**config.mk**
```make
export PLATFORM = sky130hd
export DESIGN_NAME = date_string_validator
export DESIGN_NICKNAME = d
export VERILOG_FILES = /design/src/rtl/dsv_pkg.sv /design/src/rtl/dsv_front.sv /design/src/rtl/dsv_queue.sv /design/src/rtl/dsv_back.sv /design/src/rtl/date_string_validator.sv
export SDC_FILE = /design/constraint.sdc
export NUM_CORES = 1
export LEC_CHECK = 0
export ABC_AREA = 0
export BUFFER_PORTS_ARGS = -buffer_cell sky130_fd_sc_hd__buf_2
export CORE_ASPECT_RATIO = 0.8
export CORE_MARGIN = 4
export CORE_UTILIZATION = 50
export DETAILED_ROUTE_END_ITERATION = 8
export PLACE_DENSITY = 0.74
export SKIP_CTS_REPAIR_TIMING = 1
export SYNTH_ARGS = -nofsm -noshare
export SYNTH_HDL_FRONTEND = slang
export SYNTH_SLANG_ARGS = --single-unit
```
**constraint.sdc**
```tcl
create_clock -name clk -period 2.86 [get_ports clk]
set_input_delay 0.143 -clock clk [delete_from_list [all_inputs] [get_ports clk]]
set_output_delay 0.143 -clock clk [all_outputs]
set_load 0.02 [all_outputs]
```
**src/rtl/dsv_pkg.sv**
```systemverilog
// Shared types, constants and the month length table for the date string checker.
package dsv_pkg;

  localparam int DATE_LEN = 10;
  localparam int POS_SAT = 11;
  localparam int MIN_YEAR = 1900;
  localparam int MONTHS = 12;
  localparam int LEAP_FEB_DAYS = 29;
  localparam int MONTH_FEB = 2;
  localparam int YEAR_W = 14;
  localparam int DM_W = 7;
  localparam int POS_W = 4;
  localparam int QUEUE_DEPTH = 2;

  localparam logic [7:0] CHAR_SLASH = 8'h2F;
  localparam logic [7:0] CHAR_ZERO = 8'h30;
  localparam logic [7:0] CHAR_NINE = 8'h39;

  // one finished string, handed from the front to the back
  typedef struct packed {
    logic              fmt_ok;
    logic              leap;
    logic [DM_W-1:0]   day;
    logic [DM_W-1:0]   month;
    logic [YEAR_W-1:0] year;
  } rec_t;

  // queue status toward the front
  typedef struct packed {
    logic full;
    logic empty;
  } q_status_t;

  function automatic logic [4:0] month_len(input logic [DM_W-1:0] month);
    logic [4:0] len;
    case (month)
      7'd1, 7'd3, 7'd5, 7'd7, 7'd8, 7'd10, 7'd12: len = 5'd31;
      7'd4, 7'd6, 7'd9, 7'd11: len = 5'd30;
      7'd2: len = 5'd28;
      default: len = 5'd0;
    endcase
    return len;
  endfunction

endpackage

```
**src/rtl/dsv_front.sv**
```systemverilog
// Front end: takes characters, checks the form, gathers day, month, year and leap flag.
module dsv_front import dsv_pkg::*; (
  input  logic       clk,
  input  logic       rst,
  input  logic       accept,
  input  logic [7:0] ch,
  input  logic       last,
  output logic       push,
  output rec_t       push_rec
);

  logic [POS_W-1:0]  position, position_next;
  logic              form_ok, form_ok_next;
  logic [DM_W-1:0]   day_value, day_value_next;
  logic [DM_W-1:0]   month_value, month_value_next;
  logic [YEAR_W-1:0] year_value, year_value_next;
  logic [3:0]        ydig [4];
  logic [3:0]        ydig_next [4];

  logic [POS_W-1:0]  pos_upd;
  logic              form_upd;
  logic [DM_W-1:0]   day_upd, month_upd;
  logic [YEAR_W-1:0] year_upd;
  logic              digit;
  logic [3:0]        dv;
  logic              yy_zero;
  logic [4:0]        yy_mod, cc_mod;

  assign digit = (ch inside {[CHAR_ZERO:CHAR_NINE]});
  assign dv    = digit ? ch[3:0] : 4'd0;

  always_comb begin
    form_upd  = form_ok;
    day_upd   = day_value;
    month_upd = month_value;
    year_upd  = year_value;
    for (int i = 0; i < 4; i++) begin
      ydig_next[i] = ydig[i];
    end
    case (position)
      4'd0, 4'd1: begin
        if (digit) day_upd = DM_W'({day_value, 3'b000} + {day_value, 1'b0} + DM_W'(dv));
        else form_upd = 1'b0;
      end
      4'd2, 4'd5: begin
        if (ch != CHAR_SLASH) form_upd = 1'b0;
      end
      4'd3, 4'd4: begin
        if (digit) month_upd = DM_W'({month_value, 3'b000} + {month_value, 1'b0} + DM_W'(dv));
        else form_upd = 1'b0;
      end
      4'd6, 4'd7, 4'd8, 4'd9: begin
        if (digit) begin
          year_upd = YEAR_W'({year_value, 3'b000} + {year_value, 1'b0} + YEAR_W'(dv));
          ydig_next[3] = ydig[2];
          ydig_next[2] = ydig[1];
          ydig_next[1] = ydig[0];
          ydig_next[0] = dv;
        end else begin
          form_upd = 1'b0;
        end
      end
      default: form_upd = 1'b0;
    endcase
    pos_upd = (position < POS_W'(POS_SAT)) ? position + POS_W'(1) : POS_W'(POS_SAT);
  end

  // leap: yy % 4 == 0 and yy != 0, or yy == 0 and century % 4 == 0
  assign yy_zero = (ydig_next[1] == 4'd0) && (ydig_next[0] == 4'd0);
  assign yy_mod  = {ydig_next[1], 1'b0} + 5'(ydig_next[0]);
  assign cc_mod  = {ydig_next[3], 1'b0} + 5'(ydig_next[2]);

  always_comb begin
    push_rec.fmt_ok = form_upd && (pos_upd == POS_W'(DATE_LEN));
    push_rec.leap   = yy_zero ? (cc_mod[1:0] == 2'd0) : (yy_mod[1:0] == 2'd0);
    push_rec.day    = day_upd;
    push_rec.month  = month_upd;
    push_rec.year   = year_upd;
  end

  assign push = accept && last;

  always_comb begin
    position_next    = position;
    form_ok_next     = form_ok;
    day_value_next   = day_value;
    month_value_next = month_value;
    year_value_next  = year_value;
    if (accept) begin
      if (last) begin
        position_next    = '0;
        form_ok_next     = 1'b1;
        day_value_next   = '0;
        month_value_next = '0;
        year_value_next  = '0;
      end else begin
        position_next    = pos_upd;
        form_ok_next     = form_upd;
        day_value_next   = day_upd;
        month_value_next = month_upd;
        year_value_next  = year_upd;
      end
    end
  end

  always_ff @(posedge clk) begin
    if (rst) begin
      position    <= '0;
      form_ok     <= 1'b1;
      day_value   <= '0;
      month_value <= '0;
      year_value  <= '0;
    end else begin
      position    <= position_next;
      form_ok     <= form_ok_next;
      day_value   <= day_value_next;
      month_value <= month_value_next;
      year_value  <= year_value_next;
    end
  end

  always_ff @(posedge clk) begin
    if (accept) begin
      for (int i = 0; i < 4; i++) begin
        ydig[i] <= ydig_next[i];
      end
    end
  end

endmodule

```
**src/rtl/dsv_queue.sv**
```systemverilog
// Two-entry queue of finished strings between front and back.
module dsv_queue import dsv_pkg::*; (
  input  logic      clk,
  input  logic      rst,
  input  logic      push,
  input  rec_t      push_rec,
  input  logic      pop,
  output rec_t      head,
  output q_status_t status
);

  localparam int PTR_W = $clog2(QUEUE_DEPTH);

  rec_t             entries [QUEUE_DEPTH];
  logic [PTR_W-1:0] wr_ptr, rd_ptr;
  logic [PTR_W:0]   count;

  assign status.full  = (count == (PTR_W+1)'(QUEUE_DEPTH));
  assign status.empty = (count == '0);
  assign head = entries[rd_ptr];

  always_ff @(posedge clk) begin
    if (push) entries[wr_ptr] <= push_rec;
  end

  always_ff @(posedge clk) begin
    if (rst) begin
      wr_ptr <= '0;
      rd_ptr <= '0;
      count  <= '0;
    end else begin
      if (push) wr_ptr <= wr_ptr + PTR_W'(1);
      if (pop) rd_ptr <= rd_ptr + PTR_W'(1);
      case ({push, pop})
        2'b10: count <= count + (PTR_W+1)'(1);
        2'b01: count <= count - (PTR_W+1)'(1);
        default: count <= count;
      endcase
    end
  end

endmodule

```
**src/rtl/dsv_back.sv**
```systemverilog
// Back end: calendar check of one queued string and the result register.
module dsv_back import dsv_pkg::*; (
  input  logic              clk,
  input  logic              rst,
  input  logic [YEAR_W-1:0] current_year,
  input  rec_t              head,
  input  logic              q_empty,
  output logic              pop,
  output logic              res_valid,
  input  logic              res_stall,
  output logic              valid_res
);

  logic       year_ok, month_ok, day_ok, ok;
  logic [4:0] len;

  assign year_ok  = (head.year >= YEAR_W'(MIN_YEAR)) && (head.year <= current_year);
  assign month_ok = (head.month >= DM_W'(1)) && (head.month <= DM_W'(MONTHS));
  assign len = (head.month == DM_W'(MONTH_FEB) && head.leap) ? 5'(LEAP_FEB_DAYS)
                                                             : month_len(head.month);
  assign day_ok = (head.day >= DM_W'(1)) && (head.day <= DM_W'(len));
  assign ok     = head.fmt_ok && year_ok && month_ok && day_ok;

  assign pop = !q_empty && (!res_valid || !res_stall);

  always_ff @(posedge clk) begin
    if (rst) begin
      res_valid <= 1'b0;
    end else if (pop) begin
      res_valid <= 1'b1;
    end else if (!res_stall) begin
      res_valid <= 1'b0;
    end
  end

  always_ff @(posedge clk) begin
    if (pop) valid_res <= ok;
  end

endmodule

```
**src/rtl/date_string_validator.sv**
```systemverilog
// Top level of the DD/MM/YYYY date string checker.
// Characters enter one per cycle on the item channel; last marks the end of a
// string. One transfer on the result channel follows each string, carrying
// valid_res, once the string has passed through the two-entry string queue
// and then the result register. The character input stalls only while that
// queue is full, so while the result channel does not stall the sustained
// rate is one character per cycle. current_year is written through
// cfg_wr_en/cfg_wr_data and resets to 2025.
module date_string_validator import dsv_pkg::*; (
  input  logic              clk,
  input  logic              rst,
  input  logic              cfg_wr_en,
  input  logic [YEAR_W-1:0] cfg_wr_data,
  input  logic              item_valid,
  output logic              item_stall,
  input  logic [7:0]        ch,
  input  logic              last,
  output logic              res_valid,
  input  logic              res_stall,
  output logic              valid_res
);

  logic [YEAR_W-1:0] current_year;
  logic              accept, push, pop;
  rec_t              push_rec, head;
  q_status_t         q_status;

  always_ff @(posedge clk) begin
    if (rst) begin
      current_year <= YEAR_W'(2025);
    end else if (cfg_wr_en) begin
      current_year <= cfg_wr_data;
    end
  end

  assign item_stall = q_status.full;
  assign accept     = item_valid && !q_status.full;

  dsv_front u_front (
    .clk      (clk),
    .rst      (rst),
    .accept   (accept),
    .ch       (ch),
    .last     (last),
    .push     (push),
    .push_rec (push_rec)
  );

  dsv_queue u_queue (
    .clk      (clk),
    .rst      (rst),
    .push     (push),
    .push_rec (push_rec),
    .pop      (pop),
    .head     (head),
    .status   (q_status)
  );

  dsv_back u_back (
    .clk          (clk),
    .rst          (rst),
    .current_year (current_year),
    .head         (head),
    .q_empty      (q_status.empty),
    .pop          (pop),
    .res_valid    (res_valid),
    .res_stall    (res_stall),
    .valid_res    (valid_res)
  );

endmodule

```
## After elaboration in Yosys (flattened, before gate mapping)

Memories as Yosys holds them, arrays and structs flattened. A register that Yosys moved wholly into a read port is not among the register bits.
Index checks and enable logic that the tools add are counted.

- Bits in read-only memories: 80
- Bits in writable memories: 76
- Input bits: 28
- Output and inout port bits: 3
- Memories kept: 3
- Bits in registers: 53

Memory list:

| memory | words | width | rd ports | clocked after memory_dff | write ports | RTL line | text |
|---|---|---|---|---|---|---|---|
| (name not given) | 16 | 5 | 1 | 0 | 0 | dsv_pkg.sv:36 | `case (month)` |
| u_queue.entries | 2 | 30 | 1 | 1 | 1 | dsv_queue.sv:14 | `rec_t entries [QUEUE_DEPTH];` |
| u_front.ydig | 4 | 4 | 4 | 0 | 4 | dsv_front.sv:17 | `logic [3:0] ydig [4];` |

- Add/subtract/negate cells: 13
- Order comparisons: 9
- Equal/unequal tests: 16
- Muxes and demuxes: 30
- Reduce and logical (&&, ||, !) cells: 31

Operators by type and width:

| operator | count |
|---|---|
| $mux 14 | 3 |
| $mux 7 | 6 |
| $mux 16 | 2 |
| $eq 4x3->1 const B | 4 |
| $add 14x14->14 | 1 |
| $add 14x4->14 | 1 |
| $add 7x4->7 | 2 |
| $add 7x7->7 | 2 |
| $ge 14x11->1 const B | 1 |
| $ge 7x1->1 const B | 2 |
| $le 14x14->1 | 1 |
| $logic_and 1x1->1 | 13 |
| $eq 4x4->1 const B | 3 |
| $logic_not 4->1 | 3 |
| $mux 1 | 12 |
| $mux 4 | 3 |
| $mux 5 | 2 |
| $eq 4x2->1 const B | 2 |
| $ge 8x6->1 const B | 1 |
| $le 8x6->1 const B | 1 |
| $ne 8x6->1 const B | 1 |
| $reduce_or 8->1 | 1 |
| $eq 7x2->1 const B | 1 |
| $le 7x4->1 const B | 1 |
| other kinds (20) | 30 |

## Logic depth before layout (Yosys ltp)

Gate-level depths: netlist of run 1.

- Depth after elaboration: 8
- Gate-level depth with buffers: 15
- Mapped depth without buffers: 13

## Cells and area by module

A second synthesis of run 1 with hierarchy kept.

- Cells, all modules: 660
- Area total of the unflattened synthesis: 7,080.5 µm²

By module, submodules not included:

| module | instances | sequential area each (µm²) | cells each | area an instance (µm²) |
|---|---|---|---|---|
| dsv_front | 1 | 991.0 | 409 | 3,528.4 |
| dsv_queue | 1 | 1,901.8 | 115 | 2,359.8 |
| dsv_back | 1 | 50.0 | 90 | 658.1 |
| date_string_validator | 1 | 280.3 | 46 | 534.3 |

## Worst setup path before layout of run 1

No wires, ideal clock.

- Path type: in2reg
- From: in ch[3]
- To: mem u_queue.entries[0][12] in the netlist's numbering (data pin)
- Arrival time: 2,702 ps
- Data required time: 2,598 ps
- Stages on the path: 15
- Library setup time: 262 ps
- Path buffers: 2
- Path slack: -104 ps
- Path through: buf_6 > o21ai_1 > and4_4 > buf_4 > nand2_1 > xnor2_1 > ha_1 > inv_1 > fa_1 > nor2b_1 > o31a_1 > nor2_1 > o31ai_1 > xor2_1 > mux2_2

RTL lines:

| item | RTL line | text |
|---|---|---|
| start, declared | date_string_validator.sv:16 | `input logic [7:0] ch,` |
| end, declared | dsv_queue.sv:14 |  |

==> impl_metrics.csv, run 1 <==
group,metric,value,unit
status,status,"complete, but fails checks",
status,violations,"hold timing",
layout,layout_commonest_cell,"edfxtp_1",
routing,drt_iter0_drc,251,
hold_path,min_path_cells,3,
sta,fin_tns_setup,0,ns
clock_tree,cts_sinks,125,
setup_path,crit_end,"u_queue.entries[0][10]",
place,numPortBuffers,30,
setup_path,path_cells,"xnor2_1 > ha_1 > a31o_2 > ha_4 > nor2b_1 > o31a_1 > o21ai_1 > a21oi_1 > xor2_1 > mux2_2",
setup_path,path_max_fanout,5,
logic_synthesis,synth_seq_cells,125,
setup_path,crit_buf_inv,0,
setup_path,crit_cells,10,
global_route,antenna_found_initial,0,
logic_synthesis,muxShareOfSynthArea,10.4,%
setup_path,critPathKind,"reg2reg",
logic_synthesis,synth_edf_count,72,
power_and_ir_drop,powerDensity,634,nW/um^2
sta,skew,0.00808,ns
setup_path,cp-startpoint,"u_front.year_value[0]",
sta,setup_violations,0,
power_and_ir_drop,p_leak,3.45,nW
logic_synthesis,syn_inst,606,
sta,fmax,371,MHz
routing,dr_total_vias,4924,
setup_path,critPathCaptureType,"register",
routing,drc,0,
setup_path,crit_required,3.01,ns
logic_synthesis,synth-adder-area-share,12.8,%
layout,fill_cells,1019,
routing,routed_wl,15.1,mm
routing,ant_nets,0,
logic_synthesis,ys_warn_count,0,
setup_path,reg2reg_depth,10,
global_route,first_global_vias,5036,
floorplanning,num_io_pins,31,
floorplanning,start_util,52.0,%
setup_path,worstSetupStartpointType,"register",
sta,hold_ws,-0.0263,ns
global_route,grt_max_degree,31,
routing,dr.pass1.iters,5,
floorplanning,dieArea,15600,sq um
clock_tree,cts_max_path_buffers,2,
logic_synthesis,synthArstFlopShare,0,%
setup_path,r2r_start,"u_front.year_value[0]",
layout,layout-drive-gt1-share,23.0,%
floorplanning,rows,37,
sta,period_share,94.3,%
layout,fin_cells,859,
clock_tree,clkLatencyLatePin,0.41,ns
logic_synthesis,synth_compound_area_share,12.8,%
setup_path,reg2reg_to,"u_queue.entries[0][10]",
floorplanning,die_h,112,um
power_and_ir_drop,ir_drop,456,uV
logic_synthesis,synth.distinct_cells,57,
sta,hold_viol,3,
logic_synthesis,synthSimpleGateAreaFrac,9.85,%
layout,nets,767,
setup_path,cp_slowest_cell,"dfxtp_1",
place,gp_congestion,0.878,
logic_synthesis,syn_area_per_cell,11.3,sq um
setup_path,slowest_delay,0.42,ns
clock_tree,clk_pin_slew,0.06,ns
logic_synthesis,synth_top_family_by_area,"adder cells",
clock_tree,cts_buffers,17,
sta,report.final.slew_viol_count,0,
floorplanning,core_area,13100,sq um
logic_synthesis,synth_ff_type,"edfxtp_1",
floorplanning,fp.dieW,139,um
logic_synthesis,synth_xor_area_share,3.72,%
run,maxCapViolations,0,
routing,routedWlPerCell,17.6,um
global_route,grt-ovfl-total,0,
setup_path,r2r_setup_slack,0.16,ns
place,post-dp-hpwl,10.7,mm
clock_tree,cts_tree,"yes",
sta,worstMarginPinSlew,0.538,ns
layout,synthToLayoutAreaGrowth,18.7,%
logic_synthesis,synth_seq_area_share,47.3,%
hold_path,hold_class,"in2reg",
layout,final_cell_mix,"edfxtp_1 (72), ha_1 (62), nor2_1 (53)",
routing,vias_per_cell,5.73,
global_route,grt_pass1_wl,24.9,mm
sta,slew_headroom,64.1,%
setup_path,crit_family,"compound AO/OA/AOI/OAI gates",
setup_path,cp.arrival,2.85,ns
sta,rsz0062_at_grt,"no",
sta,min_period,2.70,ns
logic_synthesis,syn_area,6820,sq um
place,dp_cells,814,
clock_tree,cts_max_level,4,
clock_tree,cts_root_buf,"clkbuf_16",
layout,antennaDiodeCount,0,
logic_synthesis,syn_nets,702,
global_route,grt_usage,19.7,%
## stage by stage
| stage | hold WS (ns) | power [W] | utilization, % | setup WS (ns) | area (sq um) |
|---|---|---|---|---|---|
| after global routing | 0.00635 | 0.00535 | 61.8 | 0.0128 | 8090 |
| after detailed placement | 0.369 | 0.00292 | 55.9 | -0.179 | 7320 |
| after CTS | -0.0600 | 0.00510 | 60.5 | 0.125 | 7920 |
| after floorplan | 0.272 | 0.00268 | - | -0.0128 | 6870 |
| after global placement | 0.362 | 0.00287 | 55.9 | -0.0788 | 7320 |
| final | -0.0263 | 0.00513 | 61.8 | 0.162 | 8090 |
## cells by family after synthesis
| kind of cell | count (synthesis) |
|---|---|
| multiplexers | 64 |
| buffers and inverters | 48 |
| flip-flops | 125 |
| adder cells (fa/ha/maj) | 68 |
| AO/OA/AOI/OAI | 126 |
| XOR/XNOR | 29 |
| AND/OR/NAND/NOR | 146 |
## flip-flops by register name, summed over array words and instances, names as in the netlist, named ones only
register             count
u_front.ydig            11
u_back.res_valid         1
u_front.year_value      14
u_front.position         4
u_front.day_value        7
current_year            14
u_queue.count            2
u_queue.entries         60
u_back.valid_res         1
u_queue.rd_ptr           1
u_front.form_ok          1
u_queue.wr_ptr           1
u_front.month_value      7
## power by group
group	switching, W	internal [W]
clock	0.000865	0.00132
sequential	0.0000698	0.00204
combinational	0.000462	0.000381
## how the worst min path moves through the flow
stage | start | endpoint
after floorplan | cfg_wr_data[0] | current_year[0]
after global placement | cfg_wr_data[0] | current_year[0]
after detailed placement | cfg_wr_data[3] | current_year[3]
after CTS | cfg_wr_data[3] | current_year[3]
after global routing | cfg_wr_data[2] | current_year[2]
final | cfg_wr_data[4] | current_year[4]
## layer usage
metal | global-route usage (%) | routed length, um | part of all wire, % | vias up
met1 | 26.3 | 7010 | 46 | 2367
li1 | - | - | - | 2373
met4 | 6.58 | 259 | 1.7 | 0
met5 | 0 | 0 | 0 | -
met2 | 32.1 | 7140 | 47 | 156
met3 | 4.60 | 718 | 4.7 | 28
## area by class of cell
class,count,area [sq um],share of cell area (%)
sequential,125,3220,39.8
multi-input combinational,433,3450,42.7
inverter,26,97.6,1.21
tap,175,219,2.71
clock buffer,17,425,5.26
timing repair buffer,68,495,6.12
clock inverter,15,176,2.18
## synthesized netlist by cell type (all sizes together) (2+ instances only)
cell type  instances  area share, %
a211oi             7           0.77
a21o              10            1.1
a21oi             26            1.9
a22o               7           0.90
a22oi             16            1.8
a31o               3           0.39
a31oi              4           0.37
a32o               2           0.29
and2               3           0.28
and3               2           0.18
and4               2           0.29
buf               14            1.3
clkbuf             8           0.44
dfxtp             53             16
edfxtp            72             32
fa                 3           0.88
ha                65             12
inv               26            1.4
mux2              48            8.0
mux2i             16            2.3
nand2             41            2.4
nand2b             2           0.18
nand3              7           0.51
nand4              7           0.64
nor2              54            3.0
nor2b              6           0.55
nor3              15            1.2
nor4               3           0.28
o211ai             8           0.95
o21a               4           0.44
o21ai             25            1.9
o22ai              2           0.39
o31ai              6           0.81
or3                2           0.18
xnor2             17            2.2
xor2              12            1.5
## worst min-delay path, stage by stage
cell,delay (ns)
buf_2,0.08
mux2i_1,0.06
nor2_1,0.07
Note: power is estimated with default switching activity, not from simulation.
==> run 2, diff against run 1 <==
Settings changed: MAX_ROUTING_LAYER set to met4.
==> impl_metrics.csv, run 2 (same netlist as run 1, synthesis figures left out) <==
group,metric,value,unit
status,status,"complete, but fails checks",
status,violations,"hold timing",
floorplanning,start_util,52.0,%
layout,nets,763,
hold_path,hold_class,"in2reg",
sta,rsz0062_at_grt,"no",
global_route,antenna_found_initial,0,
routing,routedWlPerCell,17.5,um
layout,antennaDiodeCount,0,
setup_path,cp.arrival,2.88,ns
setup_path,cp_slowest_cell,"dfxtp_1",
routing,dr_total_vias,4885,
setup_path,crit_family,"compound AO/OA/AOI/OAI gates",
layout,reg_top3,"u_queue.entries: 60 flops, current_year: 14 flops, u_front.year_value: 14 flops",
setup_path,critPathCaptureType,"register",
power_and_ir_drop,total_power,0.00512,W
layout,synthToLayoutAreaGrowth,17.7,%
routing,ant_nets,0,
routing,drt_iter0_drc,255,
place,pre_cts_slack,-0.151,ns
place,post-dp-hpwl,10.6,mm
setup_path,path_max_fanout,5,
floorplanning,dieArea,15600,sq um
power_and_ir_drop,p_leak,3.42,nW
global_route,first_global_vias,4912,
global_route,grt-ovfl-total,0,
clock_tree,cts_max_level,4,
routing,dr.pass1.iters,5,
sta,setup_violations,0,
power_and_ir_drop,powerDensity,638,nW/um^2
clock_tree,cts_root_buf,"clkbuf_16",
routing,drc,0,
global_route,grt_pass1_wl,24.5,mm
setup_path,crit_required,3.03,ns
clock_tree,cts_sinks,125,
sta,skew,0.00987,ns
place,gp_congestion,0.871,
run,maxCapViolations,0,
sta,layout_setup_ws,0.146,ns
setup_path,crit_buf_inv,0,
floorplanning,core_area,13100,sq um
layout,layout_commonest_cell,"edfxtp_1",
sta,fin_tns_setup,0,ns
power_and_ir_drop,ir_drop,463,uV
layout,layout-drive-gt1-share,22.9,%
floorplanning,rows,37,
layout,finish.utilization,61.3,%
clock_tree,cts_max_path_buffers,2,
routing,vias_per_cell,5.71,
setup_path,worstSetupStartpointType,"register",
sta,worstMarginPinSlew,0.554,ns
setup_path,path_cells,"xnor2_1 > ha_1 > ha_1 > a211oi_1 > nor2_1 > o31ai_1 > a21oi_1 > xnor2_1 > mux2_2",
sta,fmax,368,MHz
place,numPortBuffers,30,
sta,min_period,2.71,ns
sta,period_share,94.9,%
routing,routed_wl,15.0,mm
place,placed_area,7310,sq um
floorplanning,die_h,112,um
clock_tree,clk_pin_slew,0.06,ns
setup_path,slowest_delay,0.43,ns
clock_tree,clkLatencyLatePin,0.42,ns
floorplanning,fp.dieW,139,um
layout,final_cell_mix,"edfxtp_1 (72), ha_1 (62), nor2_1 (53), dfxtp_1 (53), mux2_2 (43)",
floorplanning,num_io_pins,31,
sta,hold_ws,-0.0423,ns
clock_tree,cts_buffers,17,
setup_path,critPathKind,"reg2reg",
sta,report.final.slew_viol_count,0,
clock_tree,cts_tree,"yes",
global_route,grt_usage,20.2,%
layout,fin_area,8030,sq um
layout,largest_reg_flops,60,
sta,hold_viol,5,
layout,top_register,"u_queue.entries",
sta,slew_headroom,63.0,%
global_route,grt_max_degree,31,
[run 2: path summary, 6_finish.rpt]
kind,start,endpoint,slack [ns],depth (start not counted)
worst max-delay path,u_front.year_value[0],u_queue.entries[1][13],0.15,9
worst min-delay path,cfg_wr_data[7],current_year[7],-0.04,3
worst max register to register,u_front.year_value[0],u_queue.entries[1][13],0.15,9
worst min register to register,u_front.year_value[13],u_front.year_value[13],0.49,1
[run 2: tightest hold or removal path, stage by stage]
cell and delay [ns]:
buf_2 0.07, nand2_1 0.05, o211ai_1 0.07
[run 2: metal layers]
layer,up-vias,wire length [um],global-route usage [%]
met1,2381,6990,25.3
met5,-,0,-
met2,123,7100,32.6
met3,12,741,4.90
met4,0,160,6.32
li1,2369,-,-
[run 2: power breakdown]
group | total (W) | internal (W) | leakage [nW] | switching [W]
logic | 0.000795 | 0.000343 | 2.03 | 0.000452
clock network | 0.00222 | 0.00142 | 0.295 | 0.000806
registers | 0.00210 | 0.00204 | 1.09 | 0.0000647
[run 2: per-stage QoR]
step | instances | hold slack (ns)
4_1_cts | 846 | -0.0644
3_5_place_dp | 814 | 0.373
5_1_grt | 855 | 0.00483
3_3_place_gp | 814 | 0.362
2_1_floorplan | 606 | 0.272
6_report | 855 | -0.0423
[run 2: area by class of cell]
class,instances,area [sq um]
Fill cell,1021,5070
Multi-Input combinational cell,433,3440
Sequential cell,125,3220
Clock buffer,19,453
Timing Repair Buffer,64,428
Tap cell,175,219
Clock inverter,13,164
Inverter,26,97.6
